`src/sv/hrhp_pkg.sv`:
```
// Shared types, character codes and helper functions for the HTTP request head parser.
package hrhp_pkg;

   // Result status codes.
   typedef enum logic [1:0] {
      ST_PENDING  = 2'd0,
      ST_FINISHED = 2'd1,
      ST_ERROR    = 2'd2
   } status_type;

   // Tag attached to the data byte.
   typedef enum logic [2:0] {
      TC_NONE   = 3'd0,
      TC_METHOD = 3'd1,
      TC_URI    = 3'd2,
      TC_NAME   = 3'd3,
      TC_VALUE  = 3'd4
   } token_class_type;

   // Character codes used by the parser.
   localparam logic [7:0] CH_HT    = 8'h09;
   localparam logic [7:0] CH_LF    = 8'h0a;
   localparam logic [7:0] CH_CR    = 8'h0d;
   localparam logic [7:0] CH_SP    = 8'h20;
   localparam logic [7:0] CH_DOT   = 8'h2e;
   localparam logic [7:0] CH_SLASH = 8'h2f;
   localparam logic [7:0] CH_COLON = 8'h3a;
   localparam logic [7:0] CH_ZERO  = 8'h30;
   localparam logic [7:0] CH_NINE  = 8'h39;
   localparam logic [7:0] CH_H     = 8'h48;
   localparam logic [7:0] CH_P     = 8'h50;
   localparam logic [7:0] CH_T     = 8'h54;
   localparam logic [7:0] CH_DEL   = 8'h7f;
   localparam logic [7:0] CH_US    = 8'h1f;

   localparam logic [7:0] VER_MAX  = 8'hff;

   // Character classes of one byte.
   typedef struct packed {
      logic is_token;
      logic is_ctrl;
      logic is_num;
   } cls_type;

   // One parse result.
   typedef struct packed {
      status_type      status;
      token_class_type token_class;
      logic [7:0]      data_byte;
      logic            new_header;
      logic [7:0]      version_major;
      logic [7:0]      version_minor;
   } rsp_type;

   // acc * 10 + digit, held at 255 on overflow.
   function automatic logic [7:0] acc_digit(input logic [7:0] acc, input logic [7:0] c);
      logic [11:0] sum;
      begin
         sum = ({4'd0, acc} << 3) + ({4'd0, acc} << 1) + {8'd0, c[3:0]};
         acc_digit = (sum > {4'd0, VER_MAX}) ? VER_MAX : sum[7:0];
      end
   endfunction

endpackage

```
`src/sv/http_request_head_parser_top.sv`:
```
// Top level of the HTTP request head parser: input register, parse core, result register.
//
// Takes an HTTP request head one byte per request on the req_ stream and returns
// exactly one result per byte on the rsp_ stream, in order. A byte is taken every cycle
// while results are being drained; acceptance loads the input register, and the parse
// step then moves the byte from the input register into the result register that drives
// rsp_, waiting while that register holds an undrained result. Throughput is one byte
// per cycle while rsp_tready stays high. With rsp_tready held low, two requests fill
// the block and req_tready drops until the result register drains.
// req_tuser[0] set means restart: the parse returns to method start, the header-seen flag
// clears and the byte is ignored; version numbers are kept. Errors report status 2 and
// leave the parse state unchanged. Bytes tagged with a nonzero token class belong to the
// method, URI, header name or header value; new_header marks the first byte of a header
// name. Reset is synchronous, active high, and needs no clearing pass.
module http_request_head_parser_top (
   input  logic        clock,
   input  logic        reset,
   input  logic        req_tvalid,
   output logic        req_tready,
   input  logic [7:0]  req_tdata,   // [7:0] in_byte
   input  logic [0:0]  req_tuser,   // [0] restart
   output logic        rsp_tvalid,
   input  logic        rsp_tready,
   output logic [31:0] rsp_tdata,   // [1:0] status, [9:2] data_byte,
                                    // [17:10] version_major, [25:18] version_minor
   output logic [3:0]  rsp_tuser    // [2:0] token_class, [3] new_header
);
   import hrhp_pkg::*;

   logic       in_vld_ff;
   logic [7:0] in_byte_ff;
   logic       restart_ff;
   logic       out_vld_ff;
   rsp_type    rsp_ff;
   rsp_type    step_rsp;
   logic       advance;

   // The held byte moves into the result register when that slot is free or being drained.
   assign advance    = in_vld_ff && (!out_vld_ff || rsp_tready);
   assign req_tready = !in_vld_ff || advance;

   always_ff @(posedge clock) begin
      if (reset) begin
         in_vld_ff <= 1'b0;
      end else if (req_tready) begin
         in_vld_ff <= req_tvalid;
      end
   end

   always_ff @(posedge clock) begin
      if (req_tready && req_tvalid) begin
         in_byte_ff <= req_tdata;
         restart_ff <= req_tuser[0];
      end
   end

   hrhp_core u_core (
      .clock   (clock),
      .reset   (reset),
      .step    (advance),
      .in_byte (in_byte_ff),
      .restart (restart_ff),
      .result  (step_rsp)
   );

   always_ff @(posedge clock) begin
      if (reset) begin
         out_vld_ff <= 1'b0;
      end else if (advance) begin
         out_vld_ff <= 1'b1;
      end else if (rsp_tready) begin
         out_vld_ff <= 1'b0;
      end
   end

   always_ff @(posedge clock) begin
      if (advance) begin
         rsp_ff <= step_rsp;
      end
   end

   assign rsp_tvalid = out_vld_ff;
   assign rsp_tdata  = {6'd0, rsp_ff.version_minor, rsp_ff.version_major,
                        rsp_ff.data_byte, rsp_ff.status};
   assign rsp_tuser  = {rsp_ff.new_header, rsp_ff.token_class};

endmodule

```
`src/sv/hrhp_charclass.sv`:
```
// Character class decode of one byte: token character, control, decimal digit.
module hrhp_charclass (
   input  logic [7:0]       c,
   output hrhp_pkg::cls_type cls
);
   import hrhp_pkg::*;

   logic sep;

   always_comb begin
      case (c) inside
         8'h28, 8'h29, 8'h3c, 8'h3e, 8'h40, 8'h2c, 8'h3b, 8'h3a, 8'h5c, 8'h22,
         8'h2f, 8'h5b, 8'h5d, 8'h3f, 8'h3d, 8'h7b, 8'h7d, CH_SP, CH_HT: sep = 1'b1;
         default: sep = 1'b0;
      endcase
   end

   // Bytes 128 and up are neither controls nor token characters.
   always_comb begin
      cls.is_ctrl  = (c <= CH_US) || (c == CH_DEL);
      cls.is_token = !c[7] && !cls.is_ctrl && !sep;
      cls.is_num   = (c >= CH_ZERO) && (c <= CH_NINE);
   end

endmodule

```
`src/sv/hrhp_core.sv`:
```
// Parse state registers and the per-byte next-state and result logic.
module hrhp_core (
   input  logic              clock,
   input  logic              reset,
   input  logic              step,        // commit one byte this cycle
   input  logic [7:0]        in_byte,
   input  logic              restart,
   output hrhp_pkg::rsp_type result
);
   import hrhp_pkg::*;

   typedef enum logic [4:0] {
      PH_METHOD_START = 5'd0,
      PH_METHOD       = 5'd1,
      PH_URI          = 5'd2,
      PH_VER_H        = 5'd3,
      PH_VER_T1       = 5'd4,
      PH_VER_T2       = 5'd5,
      PH_VER_P        = 5'd6,
      PH_VER_SLASH    = 5'd7,
      PH_MAJOR_START  = 5'd8,
      PH_MAJOR        = 5'd9,
      PH_MINOR_START  = 5'd10,
      PH_MINOR        = 5'd11,
      PH_NL1          = 5'd12,
      PH_LINE_START   = 5'd13,
      PH_LWS          = 5'd14,
      PH_NAME         = 5'd15,
      PH_SPACE        = 5'd16,
      PH_VALUE        = 5'd17,
      PH_NL2          = 5'd18,
      PH_NL3          = 5'd19
   } phase_type;

   phase_type       phase_ff, phase_in, nxt;
   logic            header_seen_ff, header_seen_in, hs_nxt;
   logic [7:0]      major_ff, major_in, maj_nxt;
   logic [7:0]      minor_ff, minor_in, min_nxt;
   logic            ok;
   status_type      st;
   token_class_type tc;
   logic            nh;
   cls_type         cls;
   logic            lws;

   hrhp_charclass u_cls (
      .c   (in_byte),
      .cls (cls)
   );

   assign lws = (in_byte == CH_SP) || (in_byte == CH_HT);

   always_comb begin
      nxt     = phase_ff;
      hs_nxt  = header_seen_ff;
      maj_nxt = major_ff;
      min_nxt = minor_ff;
      ok      = 1'b1;
      st      = ST_PENDING;
      tc      = TC_NONE;
      nh      = 1'b0;
      unique case (phase_ff)
         PH_METHOD_START: begin
            if (cls.is_token) begin
               nxt = PH_METHOD;
               tc  = TC_METHOD;
            end else ok = 1'b0;
         end
         PH_METHOD: begin
            if (in_byte == CH_SP) nxt = PH_URI;
            else if (cls.is_token) tc = TC_METHOD;
            else ok = 1'b0;
         end
         PH_URI: begin
            if (in_byte == CH_SP) nxt = PH_VER_H;
            else if (cls.is_ctrl) ok = 1'b0;
            else tc = TC_URI;
         end
         PH_VER_H:  if (in_byte == CH_H) nxt = PH_VER_T1; else ok = 1'b0;
         PH_VER_T1: if (in_byte == CH_T) nxt = PH_VER_T2; else ok = 1'b0;
         PH_VER_T2: if (in_byte == CH_T) nxt = PH_VER_P;  else ok = 1'b0;
         PH_VER_P:  if (in_byte == CH_P) nxt = PH_VER_SLASH; else ok = 1'b0;
         PH_VER_SLASH: begin
            if (in_byte == CH_SLASH) begin
               maj_nxt = '0;
               min_nxt = '0;
               nxt     = PH_MAJOR_START;
            end else ok = 1'b0;
         end
         PH_MAJOR_START: begin
            if (cls.is_num) begin
               maj_nxt = acc_digit(major_ff, in_byte);
               nxt     = PH_MAJOR;
            end else ok = 1'b0;
         end
         PH_MAJOR: begin
            if (in_byte == CH_DOT) nxt = PH_MINOR_START;
            else if (cls.is_num) maj_nxt = acc_digit(major_ff, in_byte);
            else ok = 1'b0;
         end
         PH_MINOR_START: begin
            if (cls.is_num) begin
               min_nxt = acc_digit(minor_ff, in_byte);
               nxt     = PH_MINOR;
            end else ok = 1'b0;
         end
         PH_MINOR: begin
            if (in_byte == CH_CR) nxt = PH_NL1;
            else if (cls.is_num) min_nxt = acc_digit(minor_ff, in_byte);
            else ok = 1'b0;
         end
         PH_NL1, PH_NL2: begin
            if (in_byte == CH_LF) nxt = PH_LINE_START; else ok = 1'b0;
         end
         PH_LINE_START: begin
            if (in_byte == CH_CR) nxt = PH_NL3;
            else if (header_seen_ff && lws) nxt = PH_LWS;
            else if (cls.is_token) begin
               hs_nxt = 1'b1;
               nxt    = PH_NAME;
               tc     = TC_NAME;
               nh     = 1'b1;
            end else ok = 1'b0;
         end
         PH_LWS: begin
            if (in_byte == CH_CR) nxt = PH_NL2;
            else if (lws) nxt = PH_LWS;
            else if (cls.is_ctrl) ok = 1'b0;
            else begin
               nxt = PH_VALUE;
               tc  = TC_VALUE;
            end
         end
         PH_NAME: begin
            if (in_byte == CH_COLON) nxt = PH_SPACE;
            else if (cls.is_token) tc = TC_NAME;
            else ok = 1'b0;
         end
         PH_SPACE: if (in_byte == CH_SP) nxt = PH_VALUE; else ok = 1'b0;
         PH_VALUE: begin
            if (in_byte == CH_CR) nxt = PH_NL2;
            else if (cls.is_ctrl) ok = 1'b0;
            else tc = TC_VALUE;
         end
         // Finished head stays here; another LF finishes again.
         PH_NL3: if (in_byte == CH_LF) st = ST_FINISHED; else ok = 1'b0;
         default: ok = 1'b0;
      endcase

      // Errors leave every piece of state untouched.
      if (!ok) begin
         nxt     = phase_ff;
         hs_nxt  = header_seen_ff;
         maj_nxt = major_ff;
         min_nxt = minor_ff;
         st      = ST_ERROR;
         tc      = TC_NONE;
         nh      = 1'b0;
      end

      if (restart) begin
         phase_in       = PH_METHOD_START;
         header_seen_in = 1'b0;
         major_in       = major_ff;
         minor_in       = minor_ff;
         st             = ST_PENDING;
         tc             = TC_NONE;
         nh             = 1'b0;
      end else begin
         phase_in       = nxt;
         header_seen_in = hs_nxt;
         major_in       = maj_nxt;
         minor_in       = min_nxt;
      end

      result.status        = st;
      result.token_class   = tc;
      result.data_byte     = (tc != TC_NONE) ? in_byte : 8'd0;
      result.new_header    = nh;
      result.version_major = major_in;
      result.version_minor = minor_in;
   end

   always_ff @(posedge clock) begin
      if (reset) begin
         phase_ff       <= PH_METHOD_START;
         header_seen_ff <= 1'b0;
         major_ff       <= '0;
         minor_ff       <= '0;
      end else if (step) begin
         phase_ff       <= phase_in;
         header_seen_ff <= header_seen_in;
         major_ff       <= major_in;
         minor_ff       <= minor_in;
      end
   end

`ifndef ASSERT_OFF
   a_err_holds_state: assert property (@(posedge clock) disable iff (reset)
      step && result.status == ST_ERROR |=>
         phase_ff == $past(phase_ff) && header_seen_ff == $past(header_seen_ff) &&
         major_ff == $past(major_ff) && minor_ff == $past(minor_ff))
      else $error("error byte changed parse state");

   a_restart: assert property (@(posedge clock) disable iff (reset)
      step && restart |=> phase_ff == PH_METHOD_START && !header_seen_ff)
      else $error("restart did not return to method start");

   a_finish_phase: assert property (@(posedge clock) disable iff (reset)
      result.status == ST_FINISHED |-> phase_ff == PH_NL3 && in_byte == CH_LF)
      else $error("finished outside the final line feed");

   a_new_header_name: assert property (@(posedge clock) disable iff (reset)
      step && result.new_header |=> header_seen_ff && phase_ff == PH_NAME)
      else $error("new header without entering header name");

   a_cont_needs_header: assert property (@(posedge clock) disable iff (reset)
      phase_ff == PH_LWS |-> header_seen_ff)
      else $error("continuation line before any header");
`endif

endmodule
```
`config.mk`:
```
export PLATFORM = sky130hd
export DESIGN_NAME = http_request_head_parser_top
export DESIGN_NICKNAME = d
export VERILOG_FILES = /design/src/sv/hrhp_pkg.sv /design/src/sv/http_request_head_parser_top.sv /design/src/sv/hrhp_charclass.sv /design/src/sv/hrhp_core.sv
export SDC_FILE = /design/constraint.sdc
export NUM_CORES = 1
export LEC_CHECK = 0
export ABC_AREA = 1
export BUFFER_PORTS_ARGS = -buffer_cell sky130_fd_sc_hd__buf_2
export CORE_ASPECT_RATIO = 1.5
export CORE_MARGIN = 10
export CORE_UTILIZATION = 30
export CTS_CLUSTER_DIAMETER = 50
export DETAILED_ROUTE_END_ITERATION = 10
export PLACE_DENSITY_LB_ADDON = 0.3
export SLEW_MARGIN = 20
export SYNTH_ARGS = -nofsm -noshare
export SYNTH_HDL_FRONTEND = slang
export SYNTH_SLANG_ARGS = --single-unit
```
`constraint.sdc`:
```
create_clock -name clock -period 5.3 [get_ports clock]
set_input_delay 0.265 -clock clock [delete_from_list [all_inputs] [get_ports clock]]
set_output_delay 0.265 -clock clock [all_outputs]
set_load 0.01 [all_outputs]
```
==> results.cfg <==
[yosys]
synth-compound-area-share_pct = 9.44
synth_mux_area_share_pct = 0
yosysWarnings = 0
synth_seq_area_share_pct = 32.0
synth-adder-area-share_pct = 8.83
async_reset_ff_share_pct = 0
synth-edff-count = 39
yosys.area.top_type = edfxtp_1
synth.avg_cell_area_um2 = 6.64
synth-simple-area-share_pct = 39.0
synth-xor-area-share_pct = 0.849
synth_cell_types = 41
synth_top_family_by_area = simple AND/OR/NAND/NOR gates
synth_top_area_share_pct = 22.7
syn_area_um2 = 5160
yosys-top-cells-area = edfxtp_1 (23%), nand2_1 (20%), dfxtp_1 (9.3%)
ys_ff_latch = 63
synth_ff_type = edfxtp_1
netlist_instances = 777

[setup_path]
cp.arrival_ps = 3210
startpoint_type = flip-flop
cpLargestDelayFamily = simple AND/OR/NAND/NOR gates
critPathMaxFanout = 8
cp.required_ps = 5390
crit_type = reg2reg
cp_cell_sequence = fa_1 -> fa_1 -> nand3_1 -> nand3_1 -> nand2_1 -> nand2_1 -> nor2_1 -> nand3_1 -> nand2_1 -> nand3_1 -> nand2_1 -> nand2_1
crit_path_max_incr_delay_ps = 580
end_kind = flip-flop
crit_slowest_cell = fa_1
path_buf_inv = 0
timing.critical_path.mode_cell = nand2_1

[detailed_routing]
drc_errors = 0
via_per_inst = 4.92
antenna_left = 0
drt_pass1_iterations = 7
wirelength_um = 15500
drt_iter0_markers = 366
wl_per_cell_um = 15.0
vias = 5084

[layout]
drive_gt1_share_pct = 13.1
layout_common_cells = nand2_1 (267), inv_1 (86), nand3_1 (77)
layout_commonest_cell = nand2_1
fin_nets = 865
postLayoutCoreUtil_pct = 34.8
design_area_um2 = 5870
n_antenna_cell = 0
area_delta_synth_final_pct = 13.8

[run]
maxCapViolCount = 0

[clock_tree]
cts-resized-gates = 0
clk_pin_slew_ps = 60
postCtsSetupBuffers = 0
clk_path_buf_depth = 2
clkSinkCount = 63
cts_tree = yes
root_buffer = clkbuf_16
cts_hold_buf = 0
insertion_delay_ps = 340
cts.htree.levels = 3
cts_buffers = 9

[power_and_ir_drop]
switching_power_w = 0.000545
p_sw_share_pct = 34.0
pwr-share-comb_pct = 24.2
p_clk_share_pct = 38.5
p_leak_nw = 3.03
power.density_nw_per_um2 = 273
power_w = 0.00160
ir_worst_vdd_v = 0.000191
p_int_w = 0.00106
seqPwrFrac_pct = 37.3

[global_route]
grt_pass1_vias = 4865
antenna_found_initial = 0
grt_pass1_wl_um = 25400
grt-ovfl-total = 0
track_usage_pct = 13.6
grt_start_max_net_pins = 48

[floorplan]
die_h_um = 181
io_pins = 51
dieArea_um2 = 22900
die_w_um = 127
core_um2 = 16800
num_rows = 58
start_util_pct = 30.6

[timing]
fin_worst_skew_ps = 7.93
fin_crit_ps = 3120
rsz0062_at_grt = no
setup_tns_ps = 0
finalMaxSlewViolations = 0
maxSlewHeadroom_pct = 28.6
tightest_slew_ps = 1070
setup_viol = 0
clock.fmax_mhz = 321
finalCritPeriodShare_pct = 58.8
hold_viol_final = 0

[placement]
routabilityCongestion = 0.894
place_area_um2 = 5560
port_buffers = 44
dp_hpwl_um = 11300

[min_path]
hold_class = in2reg

[outcome]
status = completed
==> logic make-up after synthesis <==
family	Yosys count
buffers and inverters	124
adders and majority gates	34
and+or+nand+nor	462
other	1
DFF	63
xor gates and xnor gates	5
AOI/OAI and AO/OA	88
==> per-layer routing <==
metal | GRT usage (%) | wire (um)
met1 | 14.2 | 5980
met4 | 5.76 | 451
met2 | 25.3 | 8290
met5 | 0 | 0
met3 | 2.86 | 759
==> cells in the mapped netlist (2+ instances only) <==
master     instances
buf_4              7
nand2_1          268
o21ai_0           15
clkinv_1           2
fa_1               4
edfxtp_1          39
nand2_2            3
o211ai_1           8
or2_2              2
o2111ai_1          2
nand2_4            2
o21bai_1           2
nor2_4             5
o21ai_1            3
nand3_2            3
xor2_1             3
buf_2              3
inv_1             86
a31oi_1            2
xnor2_1            2
ha_1              30
clkbuf_1          10
nor3_1             4
dfxtp_1           24
nor4_1             2
nor2_2             9
a21oi_1           53
nor2_1            72
nand4_1           10
inv_2             15
nand3_1           77
==> worst reg2reg max path, stage by stage, from the launching register on <==
cell and delay, ps:
edfxtp_1 530, fa_1 580, fa_1 490, nand3_1 120, nand3_1 70, nand2_1 60, nand2_1 40, nor2_1 460
nand3_1 190, nand2_1 110, nand3_1 60, nand2_1 70, nand2_1 80
==> area by class of cell <==
type / instances / area (um^2)
Fill cell: 1820 / 11000
Multi-Input combinational cell: 595 / 3020
Sequential cell: 63 / 1650
Inverter: 103 / 387
Tap cell: 210 / 263
Timing Repair Buffer: 46 / 235
Clock buffer: 9 / 225
Clock inverter: 7 / 81.3
==> stage by stage <==
stage                     instances  setup WS (ps)  hold WS (ps)
after floorplan                 782           2620           364
after global placement         1017           2220           444
after detailed placement       1017           2180           444
after CTS                      1033           2170          88.9
after global routing           1033           1900          86.4
final                          1033           2180          92.4
==> power groups by stage <==
stage | logic [W] | registers, W | clock network (W)
after floorplan | 0.000287 | 0.000603 | 0
after global placement | 0.000385 | 0.000608 | 0
after detailed placement | 0.000385 | 0.000609 | 0
after CTS | 0.000388 | 0.000598 | 0.000627
after global routing | 0.000442 | 0.000603 | 0.000651
final | 0.000388 | 0.000598 | 0.000617
==> flip-flops by register name, summed over array words and instances, names as in the netlist <==
| register | cells |
|---|---|
| rsp_tdata | 26 |
| in_byte_ff | 8 |
| u_core.major_ff | 8 |
| u_core.minor_ff | 8 |
| u_core.phase_ff | 5 |
| rsp_tuser | 4 |
| in_vld_ff | 1 |
| restart_ff | 1 |
| rsp_tvalid | 1 |
| u_core.header_seen_ff | 1 |
==> final timing paths <==
| path | to | slack, ps | depth (start not counted) | startpoint |
|---|---|---|---|---|
| setup / recovery | rsp_tdata[24] | 2180 | 12 | in_byte_ff[3] |
| hold / removal | in_byte_ff[2] | 90 | 1 | req_tdata[2] |
| setup reg to reg | rsp_tdata[24] | 2180 | 12 | in_byte_ff[3] |
| hold reg to reg | u_core.header_seen_ff | 480 | 2 | u_core.header_seen_ff |
(Power assumes the default switching activity.)
